`config.mk`:
```
export PLATFORM = sky130hd
export DESIGN_NAME = page_bitmap_allocator_top
export DESIGN_NICKNAME = d
export VERILOG_FILES = /design/src/rtl/pba_pkg.sv /design/src/rtl/page_bitmap_allocator_top.sv /design/src/rtl/pba_ram.sv /design/src/rtl/pba_ctrl.sv /design/src/rtl/pba_dp.sv
export SDC_FILE = /design/constraint.sdc
export NUM_CORES = 2
export LEC_CHECK = 0
export ABC_AREA = 1
export BUFFER_PORTS_ARGS = -buffer_cell sky130_fd_sc_hd__buf_2
export CAP_MARGIN = 20
export CORE_ASPECT_RATIO = 2
export CORE_MARGIN = 2
export CORE_UTILIZATION = 50
export DETAILED_ROUTE_END_ITERATION = 12
export GPL_TIMING_DRIVEN = 0
export PLACE_DENSITY_LB_ADDON = 0.05
export REMOVE_ABC_BUFFERS = 1
export SETUP_SLACK_MARGIN = 0.2
export SYNTH_ARGS = -nofsm -noshare
export SYNTH_HDL_FRONTEND = slang
export SYNTH_SLANG_ARGS = --single-unit
```
`constraint.sdc`:
```
create_clock -name clk -period 14.1 [get_ports clk]
set_input_delay 0.705 -clock clk [delete_from_list [all_inputs] [get_ports clk]]
set_output_delay 0.705 -clock clk [all_outputs]
set_load 0.01 [all_outputs]
```
`src/rtl/pba_pkg.sv`:
```
// ----------------------------------------------------------------------------
// pba_pkg
// shared types, codes and constants of the page bitmap allocator
// ----------------------------------------------------------------------------
package pba_pkg;

	localparam int DEF_PAGE_COUNT = 1024;
	localparam int DEF_PAGE_SIZE  = 16384;

	localparam int           BITS_PER_BYTE = 8;
	localparam logic [7:0]   BYTE_FULL     = 8'hFF;

	// request kinds
	localparam logic [1:0] KIND_ALLOC = 2'd0;
	localparam logic [1:0] KIND_FREE  = 2'd1;
	localparam logic [1:0] KIND_MARK  = 2'd2;

	// result status codes
	localparam logic [1:0] STAT_OK    = 2'd0;
	localparam logic [1:0] STAT_FULL  = 2'd1;
	localparam logic [1:0] STAT_RANGE = 2'd2;

	typedef struct packed {
		logic [1:0]  kind;
		logic [31:0] page_address;
		logic [9:0]  page_number;
		logic        mark_used;
	} pba_req_t;

	typedef struct packed {
		logic [31:0] granted_address;
		logic [1:0]  status;
	} pba_rsp_t;

	typedef enum logic [3:0] {
		S_CLEAR,
		S_IDLE,
		S_DISPATCH,
		S_SCAN_RD,
		S_SCAN_CHK,
		S_GRANT_MUL,
		S_GRANT_ADD,
		S_FREE_MUL,
		S_FREE_QD,
		S_FREE_PROD,
		S_FREE_FIX,
		S_FREE_CHK,
		S_PAGE_RD,
		S_PAGE_WR,
		S_DONE
	} pba_state_t;

	// commands from controller to datapath
	typedef struct packed {
		logic clr;
		logic load;
		logic scan_rd;
		logic scan_chk;
		logic grant_mul;
		logic grant_add;
		logic free_mul;
		logic free_qd;
		logic free_prod;
		logic free_fix;
		logic free_chk;
		logic page_rd;
		logic page_wr;
	} pba_cmd_t;

	// status from datapath to controller
	typedef struct packed {
		logic       clr_last;
		logic [1:0] kind;
		logic       req_bad;
		logic       byte_full;
		logic       scan_last;
		logic       cand_ok;
		logic       free_bad;
	} pba_stat_t;

endpackage

```
`src/rtl/page_bitmap_allocator_top.sv`:
```
// ----------------------------------------------------------------------------
// page_bitmap_allocator_top
// first-fit physical page allocator over a used/free bitmap
// ----------------------------------------------------------------------------
// after reset the block runs a clearing pass over the bitmap ram, one byte a
// cycle, with busy high. a command is taken when start is high and busy is
// low; the single result appears later on rsp for exactly one cycle with done
// high, and the receiver must take it then, there is no back-pressure. a mark
// by index is a read-modify-write of one byte; a free by address runs a
// reciprocal multiply, a correction, then a read-modify-write of one byte; an
// allocate reads the bitmap one ram read per byte, starting at a hint below
// which every byte is known full. requests that end early: allocate with no
// free page, free outside the managed range, out-of-range mark and the unused
// kind. memory_base is written through the cfg channel, which is always
// ready; write it only while the block is idle.
module page_bitmap_allocator_top #(
	parameter int PAGE_COUNT = pba_pkg::DEF_PAGE_COUNT,
	parameter int PAGE_SIZE  = pba_pkg::DEF_PAGE_SIZE
) (
	input  logic              clk,
	input  logic              arst_n,
	// command channel
	input  logic              start,
	output logic              busy,
	input  pba_pkg::pba_req_t req,
	// result channel
	output logic              done,
	output pba_pkg::pba_rsp_t rsp,
	// memory_base write channel
	input  logic              cfg_valid,
	output logic              cfg_ready,
	input  logic [31:0]       cfg_data
);

	pba_pkg::pba_cmd_t  cmd;
	pba_pkg::pba_stat_t stat;

	// base register is a plain register, always writable
	assign cfg_ready = 1'b1;

	pba_ctrl u_ctrl (
		.clk    (clk),
		.arst_n (arst_n),
		.start  (start),
		.stat   (stat),
		.cmd    (cmd),
		.busy   (busy),
		.done   (done)
	);

	pba_dp #(
		.PAGE_COUNT (PAGE_COUNT),
		.PAGE_SIZE  (PAGE_SIZE)
	) u_dp (
		.clk      (clk),
		.arst_n   (arst_n),
		.cmd      (cmd),
		.req      (req),
		.cfg_we   (cfg_valid && cfg_ready),
		.cfg_data (cfg_data),
		.stat     (stat),
		.rsp      (rsp)
	);

endmodule

```
`src/rtl/pba_ram.sv`:
```
// ----------------------------------------------------------------------------
// pba_ram
// generic simple dual port ram, one write and one registered read port
// ----------------------------------------------------------------------------
module pba_ram #(
	parameter int WIDTH = 8,
	parameter int DEPTH = 128,
	parameter int AW    = 7
) (
	input  logic             clk,
	input  logic             wr_en,
	input  logic [AW-1:0]    wr_addr,
	input  logic [WIDTH-1:0] wr_data,
	input  logic             rd_en,
	input  logic [AW-1:0]    rd_addr,
	output logic [WIDTH-1:0] rd_data
);

	logic [WIDTH-1:0] mem_q [DEPTH];
	logic [WIDTH-1:0] rd_data_q;

	always_ff @(posedge clk) begin
		if (wr_en) begin
			mem_q[wr_addr] <= wr_data;
		end
		if (rd_en) begin
			rd_data_q <= mem_q[rd_addr];
		end
	end

	assign rd_data = rd_data_q;

endmodule

```
`src/rtl/pba_ctrl.sv`:
```
// ----------------------------------------------------------------------------
// pba_ctrl
// sequencing state machine of the page bitmap allocator
// ----------------------------------------------------------------------------
module pba_ctrl (
	input  logic                clk,
	input  logic                arst_n,
	input  logic                start,
	input  pba_pkg::pba_stat_t  stat,
	output pba_pkg::pba_cmd_t   cmd,
	output logic                busy,
	output logic                done
);

	pba_pkg::pba_state_t state_q;
	pba_pkg::pba_state_t state_nxt;

	always_ff @(posedge clk or negedge arst_n) begin
		if (!arst_n) begin
			state_q <= pba_pkg::S_CLEAR;
		end else begin
			state_q <= state_nxt;
		end
	end

	// next state
	always_comb begin
		state_nxt = state_q;
		unique case (state_q)
			pba_pkg::S_CLEAR: begin
				if (stat.clr_last) state_nxt = pba_pkg::S_IDLE;
			end
			pba_pkg::S_IDLE: begin
				if (start) state_nxt = pba_pkg::S_DISPATCH;
			end
			pba_pkg::S_DISPATCH: begin
				unique case (stat.kind)
					pba_pkg::KIND_ALLOC: state_nxt = pba_pkg::S_SCAN_RD;
					pba_pkg::KIND_FREE:  state_nxt = pba_pkg::S_FREE_MUL;
					pba_pkg::KIND_MARK: begin
						state_nxt = stat.req_bad ? pba_pkg::S_DONE : pba_pkg::S_PAGE_RD;
					end
					default:             state_nxt = pba_pkg::S_DONE;
				endcase
			end
			pba_pkg::S_SCAN_RD:   state_nxt = pba_pkg::S_SCAN_CHK;
			pba_pkg::S_SCAN_CHK: begin
				if (stat.byte_full && !stat.scan_last) begin
					state_nxt = pba_pkg::S_SCAN_RD;
				end else if (stat.byte_full || !stat.cand_ok) begin
					state_nxt = pba_pkg::S_DONE;
				end else begin
					state_nxt = pba_pkg::S_GRANT_MUL;
				end
			end
			pba_pkg::S_GRANT_MUL: state_nxt = pba_pkg::S_GRANT_ADD;
			pba_pkg::S_GRANT_ADD: state_nxt = pba_pkg::S_DONE;
			pba_pkg::S_FREE_MUL:  state_nxt = pba_pkg::S_FREE_QD;
			pba_pkg::S_FREE_QD:   state_nxt = pba_pkg::S_FREE_PROD;
			pba_pkg::S_FREE_PROD: state_nxt = pba_pkg::S_FREE_FIX;
			pba_pkg::S_FREE_FIX:  state_nxt = pba_pkg::S_FREE_CHK;
			pba_pkg::S_FREE_CHK: begin
				state_nxt = stat.free_bad ? pba_pkg::S_DONE : pba_pkg::S_PAGE_RD;
			end
			pba_pkg::S_PAGE_RD:   state_nxt = pba_pkg::S_PAGE_WR;
			pba_pkg::S_PAGE_WR:   state_nxt = pba_pkg::S_DONE;
			pba_pkg::S_DONE:      state_nxt = pba_pkg::S_IDLE;
			default:              state_nxt = pba_pkg::S_IDLE;
		endcase
	end

	// outputs
	always_comb begin
		cmd  = '0;
		busy = 1'b1;
		done = 1'b0;
		unique case (state_q)
			pba_pkg::S_CLEAR:     cmd.clr = 1'b1;
			pba_pkg::S_IDLE: begin
				busy     = 1'b0;
				cmd.load = start;
			end
			pba_pkg::S_DISPATCH:  ;
			pba_pkg::S_SCAN_RD:   cmd.scan_rd   = 1'b1;
			pba_pkg::S_SCAN_CHK:  cmd.scan_chk  = 1'b1;
			pba_pkg::S_GRANT_MUL: cmd.grant_mul = 1'b1;
			pba_pkg::S_GRANT_ADD: cmd.grant_add = 1'b1;
			pba_pkg::S_FREE_MUL:  cmd.free_mul  = 1'b1;
			pba_pkg::S_FREE_QD:   cmd.free_qd   = 1'b1;
			pba_pkg::S_FREE_PROD: cmd.free_prod = 1'b1;
			pba_pkg::S_FREE_FIX:  cmd.free_fix  = 1'b1;
			pba_pkg::S_FREE_CHK:  cmd.free_chk  = 1'b1;
			pba_pkg::S_PAGE_RD:   cmd.page_rd   = 1'b1;
			pba_pkg::S_PAGE_WR:   cmd.page_wr   = 1'b1;
			pba_pkg::S_DONE:      done = 1'b1;
			default:              ;
		endcase
	end

endmodule

```
`src/rtl/pba_dp.sv`:
```
// ----------------------------------------------------------------------------
// pba_dp
// datapath: bitmap ram, scan pointer, free hint, address arithmetic
// ----------------------------------------------------------------------------
module pba_dp #(
	parameter int PAGE_COUNT = pba_pkg::DEF_PAGE_COUNT,
	parameter int PAGE_SIZE  = pba_pkg::DEF_PAGE_SIZE
) (
	input  logic               clk,
	input  logic               arst_n,
	input  pba_pkg::pba_cmd_t  cmd,
	input  pba_pkg::pba_req_t  req,
	input  logic               cfg_we,
	input  logic [31:0]        cfg_data,
	output pba_pkg::pba_stat_t stat,
	output pba_pkg::pba_rsp_t  rsp
);

	localparam int MAP_BYTES = (PAGE_COUNT + pba_pkg::BITS_PER_BYTE - 1) / pba_pkg::BITS_PER_BYTE;
	localparam int BW        = (MAP_BYTES > 1) ? $clog2(MAP_BYTES) : 1;
	localparam int PW        = BW + 3;

	localparam logic [63:0] RECIP_W  = (64'd1 << 32) / 64'(PAGE_SIZE);
	localparam logic [31:0] RECIP    = RECIP_W[31:0];
	localparam logic [31:0] PSIZE    = 32'(PAGE_SIZE);
	localparam logic [31:0] PCOUNT   = 32'(PAGE_COUNT);
	localparam logic [BW-1:0] LAST_B = BW'(MAP_BYTES - 1);

	// control registers
	logic [BW-1:0] clr_q;
	logic [BW-1:0] hint_q;
	logic [31:0]   base_q;

	// per item registers
	logic [1:0]    kind_q;
	logic [1:0]    status_q;
	logic [31:0]   grant_q;
	logic          wr_val_q;
	logic [BW-1:0] scan_q;
	logic [PW-1:0] page_q;
	logic [31:0]   off_q;
	logic          below_q;
	logic [63:0]   mprod_q;
	logic [31:0]   quo_q;
	logic [31:0]   qd_q;
	logic [31:0]   gprod_q;

	// ram ports
	logic          ram_we;
	logic [BW-1:0] ram_waddr;
	logic [7:0]    ram_wdata;
	logic          ram_re;
	logic [BW-1:0] ram_raddr;
	logic [7:0]    ram_rdata;

	logic [2:0]    free_bit;
	logic [PW-1:0] cand;
	logic          byte_full;
	logic          cand_ok;
	logic          scan_last;
	logic          take;
	logic [BW-1:0] page_byte;
	logic [7:0]    page_mask;
	logic [31:0]   rem;
	logic          mark_oor;

	assign page_byte = page_q[PW-1:3];
	assign page_mask = 8'(1) << page_q[2:0];

	// lowest clear bit of the byte just read
	always_comb begin
		free_bit = 3'd0;
		for (int i = 7; i >= 0; i--) begin
			if (!ram_rdata[i]) free_bit = 3'(i);
		end
	end

	assign byte_full = (ram_rdata == pba_pkg::BYTE_FULL);
	assign cand      = {scan_q, free_bit};
	assign cand_ok   = (32'(cand) < PCOUNT);
	assign scan_last = (scan_q == LAST_B);
	assign take      = cmd.scan_chk && !byte_full && cand_ok;
	assign rem       = off_q - qd_q;
	assign mark_oor  = (32'(req.page_number) >= PCOUNT);

	// ram port muxing
	always_comb begin
		ram_we    = 1'b0;
		ram_waddr = clr_q;
		ram_wdata = 8'd0;
		if (cmd.clr) begin
			ram_we = 1'b1;
		end else if (take) begin
			ram_we    = 1'b1;
			ram_waddr = scan_q;
			ram_wdata = ram_rdata | (8'(1) << free_bit);
		end else if (cmd.page_wr) begin
			ram_we    = 1'b1;
			ram_waddr = page_byte;
			ram_wdata = wr_val_q ? (ram_rdata | page_mask) : (ram_rdata & ~page_mask);
		end
	end

	assign ram_re    = cmd.scan_rd || cmd.page_rd;
	assign ram_raddr = cmd.page_rd ? page_byte : scan_q;

	pba_ram #(
		.WIDTH (8),
		.DEPTH (MAP_BYTES),
		.AW    (BW)
	) u_map (
		.clk     (clk),
		.wr_en   (ram_we),
		.wr_addr (ram_waddr),
		.wr_data (ram_wdata),
		.rd_en   (ram_re),
		.rd_addr (ram_raddr),
		.rd_data (ram_rdata)
	);

	// clear counter, free hint, base register
	always_ff @(posedge clk or negedge arst_n) begin
		if (!arst_n) begin
			clr_q  <= '0;
			hint_q <= '0;
			base_q <= '0;
		end else begin
			if (cmd.clr) clr_q <= clr_q + BW'(1);
			if (cfg_we) base_q <= cfg_data;
			// every byte below the hint is full
			if (take) hint_q <= scan_q;
			if (cmd.page_wr && !wr_val_q && (page_byte < hint_q)) hint_q <= page_byte;
		end
	end

	// per item datapath
	always_ff @(posedge clk) begin
		if (cmd.load) begin
			kind_q   <= req.kind;
			grant_q  <= '0;
			scan_q   <= hint_q;
			page_q   <= PW'(req.page_number);
			wr_val_q <= (req.kind == pba_pkg::KIND_MARK) && req.mark_used;
			off_q    <= req.page_address - base_q;
			below_q  <= (req.page_address < base_q);
			if ((req.kind == pba_pkg::KIND_ALLOC) || (req.kind == pba_pkg::KIND_FREE)) begin
				status_q <= pba_pkg::STAT_OK;
			end else if ((req.kind == pba_pkg::KIND_MARK) && !mark_oor) begin
				status_q <= pba_pkg::STAT_OK;
			end else begin
				status_q <= pba_pkg::STAT_RANGE;
			end
		end
		if (cmd.scan_chk) begin
			if (byte_full && !scan_last) begin
				scan_q <= scan_q + BW'(1);
			end else if (byte_full || !cand_ok) begin
				status_q <= pba_pkg::STAT_FULL;
			end else begin
				page_q <= cand;
			end
		end
		if (cmd.grant_mul) gprod_q <= 32'(page_q) * PSIZE;
		if (cmd.grant_add) grant_q <= base_q + gprod_q;
		// offset / page size by reciprocal, then one correction step
		if (cmd.free_mul)  mprod_q <= {32'd0, off_q} * {32'd0, RECIP};
		if (cmd.free_qd)   quo_q   <= mprod_q[63:32];
		if (cmd.free_prod) qd_q    <= quo_q * PSIZE;
		if (cmd.free_fix && (rem >= PSIZE)) quo_q <= quo_q + 32'd1;
		if (cmd.free_chk) begin
			if (stat.free_bad) begin
				status_q <= pba_pkg::STAT_RANGE;
			end else begin
				page_q <= quo_q[PW-1:0];
			end
		end
	end

	assign stat.clr_last  = (clr_q == LAST_B);
	assign stat.kind      = kind_q;
	assign stat.req_bad   = (status_q == pba_pkg::STAT_RANGE);
	assign stat.byte_full = byte_full;
	assign stat.scan_last = scan_last;
	assign stat.cand_ok   = cand_ok;
	assign stat.free_bad  = below_q || (quo_q >= PCOUNT);

	assign rsp.granted_address = grant_q;
	assign rsp.status          = status_q;

endmodule
```
==> summary.txt <==
Run status
  – Status: completed

Logic synthesis
  – Cells after Synth: 5982
  – Seq cells post-synth: 1233
  – Async set-or-reset flop fraction in the synthesized netlist: 4.06%
  – Syn Area/Cell: 9.66 um2
  – Yosys warning count: 0
  – Post-synth EDFFs: 1164
  – Main synth FF type: edfxtp_1
  – Seq/Total Area, Yosys: 63.3%
  – Post-synth cell types: 53
  – Cell area after synthesis: 57800 um2

Setup path
  – Crit path max-delay family: simple AND/OR/NAND/NOR gates
  – Critical Path AT: 5.19 ns
  – Worst path max stage delay: 0.96 ns
  – CP Launch Type: flip-flop
  – CP cell instances: nor2_4 > inv_2 > nor2_4 > inv_2 > nor2_4 > inv_2 > nand2_2 > inv_2 > nand2_1 > nand3_2 > nor2_1
  – Most numerous cell on the critical path: inv_2
  – Worst Path Max Fanout: 31
  – CP endpoint kind: flip-flop
  – CP max-delay cell: nor2_1
  – Buf/Inv on CP: 4
  – Worst Path Required: 14.45 ns
  – Setup Crit Path Kind: flip-flop to flip-flop

Placement
  – Number of port buffers: 116
  – Placed Cells: 7442
  – Routability congestion estimate: 0.938
  – HPWL after DPL: 114000 um

Clock network
  – CTS Hold Bufs: 1
  – CTS sink count: 1233
  – CTS tree: yes
  – Worst-path clk slew: 0.07 ns
  – Post-CTS resize count: 0
  – Clock latency on the worst-skew pair: 0.75 ns
  – Num CTS Buffers: 111
  – Bufs on Longest Clock Path: 3
  – H-tree Lvls: 3
  – Clock root cell: clkbuf_16
  – Setup Fix Bufs, Post-CTS: 0

Timing
  – Count of pins over their slew limit: 0
  – RSZ-0062 raised after global routing: no
  – Final setup vio count: 0
  – Crit share post-route: 34.3%
  – Hold Fails Final Rpt: 0
  – Min Tclk post-route: 4.83 ns
  – F_max: 207 MHz
  – Setup TNS: 0 ns
  – Relative slew slack: 27.2%
  – Worst Tran Pin Value: 1.09 ns
  – Layout Skew: 0.0350 ns
  – Hold_ws: 0.169 ns

Routing
  – Pre-antenna DRT Iters: 6
  – # DRC: 0
  – Initial drt markers: 2890
  – Via count: 40300
  – Via-to-Cell Ratio: 5.27
  – Post-route ant nets: 0
  – Drt wl/cell: 21.7 um
  – Final wirelength: 166000 um

Power and ir drop
  – Comb pwr share: 38.8%
  – Flop pwr share: 36.8%
  – PnR Total Power: 13.0 mW
  – Sw Pwr: 5.14 mW
  – Pint: 7.87 mW
  – Max rail drop VDD: 0.129 mV
  – Sw Share: 39.5%
  – P_leak: 27.9 nW
  – Clk pwr share: 24.4%
  – Pwr per Cell Area: 199 nW/um2

Floorplanning
  – Chip height: 485 um
  – Initial Utilization: 50.4%
  – I/O Pins: 118
  – Die W: 244 um
  – Floorplan Core Area: 115000 um2
  – DIE AREA: 118000 um2
  – # rows: 176

Global routing
  – Antenna violations before repair: 1
  – Vias in the first global route: 39700
  – Largest net degree at the start of global routing: 89
  – GRT Overall Usage: 28.2%
  – Global-route wire length before repair: 246000 um
  – Grt total ovfl: 0

Worst hold path
  – Hold/Removal Path Class: primary input to flip-flop

Flow run
  – Max Cap Viol: 0

Layout
  – Non-filler cells in the finished layout: 7655
  – Layout cell share with drive strength beyond 1: 7.56%
  – Filler Cells Inserted: 10000
  – Area growth syn-to-layout: 13.0%
  – Util after Layout: 56.9%
  – Final nets: 6196
## path summary, 6_finish.rpt
path	from	slack, ns	cells after the start	end
max	u_ctrl.state_q[0]	9.27	11	u_dp.u_map.mem_q[66][6]
min	cfg_data[30]	0.17	3	u_dp.base_q[30]
max reg2reg	u_ctrl.state_q[0]	9.27	11	u_dp.u_map.mem_q[66][6]
min reg2reg	u_dp.off_q[16]	0.47	0	u_dp.mprod_q[34]
max in group asynchronous	arst_n	12.94	3	u_dp.base_q[21]
min in group asynchronous	arst_n	0.55	2	u_dp.base_q[10]
## area by class of cell
type,instances,area [um2],area share [%]
flip-flops and latches,1233,36600,56.1
multi-input cells,3338,15900,24.3
inverters,1148,4320,6.62
clock buffers,134,2980,4.56
repair buffers,211,2760,4.22
well taps,1513,1890,2.90
clock inverters,77,842,1.29
diodes,1,2.50,0.00383
## power groups by stage
stage | clock network (mW) | registers [mW] | logic, mW
2_1_floorplan | 0 | 4.88 | 3.40
3_3_place_gp | 0 | 5.06 | 5.74
3_5_place_dp | 0 | 4.86 | 5.04
4_1_cts | 3.23 | 4.78 | 5.06
5_1_grt | 3.36 | 4.80 | 5.45
6_report | 3.17 | 4.79 | 5.05
## cells by family after synthesis
| group | Yosys count | share of synthesized area [%] |
|---|---|---|
| adder cells (fa/ha/maj) | 72 | 1.60 |
| buffers and inverters | 1411 | 9.50 |
| AND/OR/NAND/NOR | 2924 | 21.8 |
| AO/OA/AOI/OAI | 279 | 2.84 |
| multiplexers | 2 | 0.0347 |
| XOR/XNOR | 60 | 0.910 |
| flip-flops | 1233 | 63.3 |
| other | 1 | 0.00649 |
## synthesized netlist by cell type, types with 3 or more instances
cell type  count  area share, %
nor2_2         8          0.087
inv_1       1129            7.3
o31ai_1        4          0.052
o21ai_0      102           0.88
xnor2_1       20           0.30
buf_1         36           0.23
dfxtp_1       19           0.66
nor3_1        23           0.20
clkbuf_1      76           0.49
o211ai_1      25           0.32
inv_2         18           0.12
nand2_1     1470            9.6
o221ai_1       7           0.11
fa_1           3           0.10
xor2_1        40           0.61
a21o_1         5          0.065
a21oi_1       82           0.71
o21a_1         3          0.039
edfxtp_1    1164             61
nor4_1         8          0.087
nand3_1     1078            9.3
dfrtp_1       50            2.2
nand4_1       17           0.18
nand2_2        8          0.087
ha_1          69            1.5
nand3_2        3          0.052
a31oi_1       19           0.21
a21boi_0       5          0.065
nand3b_1      14           0.18
buf_2        150            1.3
o21ai_1        8          0.069
nor2_1       285            1.9
nor2_4         5          0.097
## registers in the layout, summed over array words and instances, names as in the netlist
name / cells
u_dp.below_q: 1
u_dp.kind_q: 2
u_dp.hint_q: 7
u_dp.mprod_q: 18
u_dp.gprod_q: 10
u_dp.u_map.mem_q: 1024
u_dp.wr_val_q: 1
u_dp.grant_q: 32
u_dp.scan_q: 7
u_dp.base_q: 32
u_dp.page_q: 10
u_dp.u_map.rd_data: 8
u_dp.qd_q: 18
u_ctrl.state_q: 4
u_dp.clr_q: 7
u_dp.status_q: 2
u_dp.quo_q: 32
u_dp.off_q: 18
## stage by stage
| stage | area, um2 | setup WS, ns |
|---|---|---|
| after floorplan | 56600 | 3.50 |
| after global placement | 59100 | -10.86 |
| after detailed placement | 61400 | 9.29 |
| after CTS | 65300 | 9.26 |
| after global routing | 65300 | 9.10 |
| final | 65300 | 9.27 |
## worst register-to-register path, delay by kind of cell (launching register included)
kind                   cells  cell delay (ns)
flip-flops                 1             0.47
buffers and inverters      4             0.66
AND/OR/NAND/NOR            7             3.30
## layer usage
metal	wire length, um	share of wire, %	track usage [%]	vias to the layer above
li1	-	-	-	19600
met1	58600	35	30.0	19200
met2	87100	53	51.4	1131
met3	6770	4.1	3.11	387
met4	13400	8.1	20.0	0
met5	0	0	0	-
## layout by cell type (no fill, tap or decap), drive strengths merged, types with 7 or more instances in the layout
cell	Yosys	final
a21oi	84	84
a31oi	19	19
buf	187	210
bufinv	0	14
clkbuf	76	134
clkinv	1	53
clkinvlp	0	8
dfrtp	50	50
dfxtp	19	19
edfxtp	1164	1164
ha	69	69
inv	1147	1150
nand2	1478	1478
nand3	1081	1081
nand3b	14	14
nand4	18	18
nor2	298	298
nor3	23	23
nor4	8	8
o211ai	27	27
o21ai	111	111
o221ai	7	7
xnor2	20	20
xor2	40	40
No activity file was read; power rests on OpenSTA's default activity.
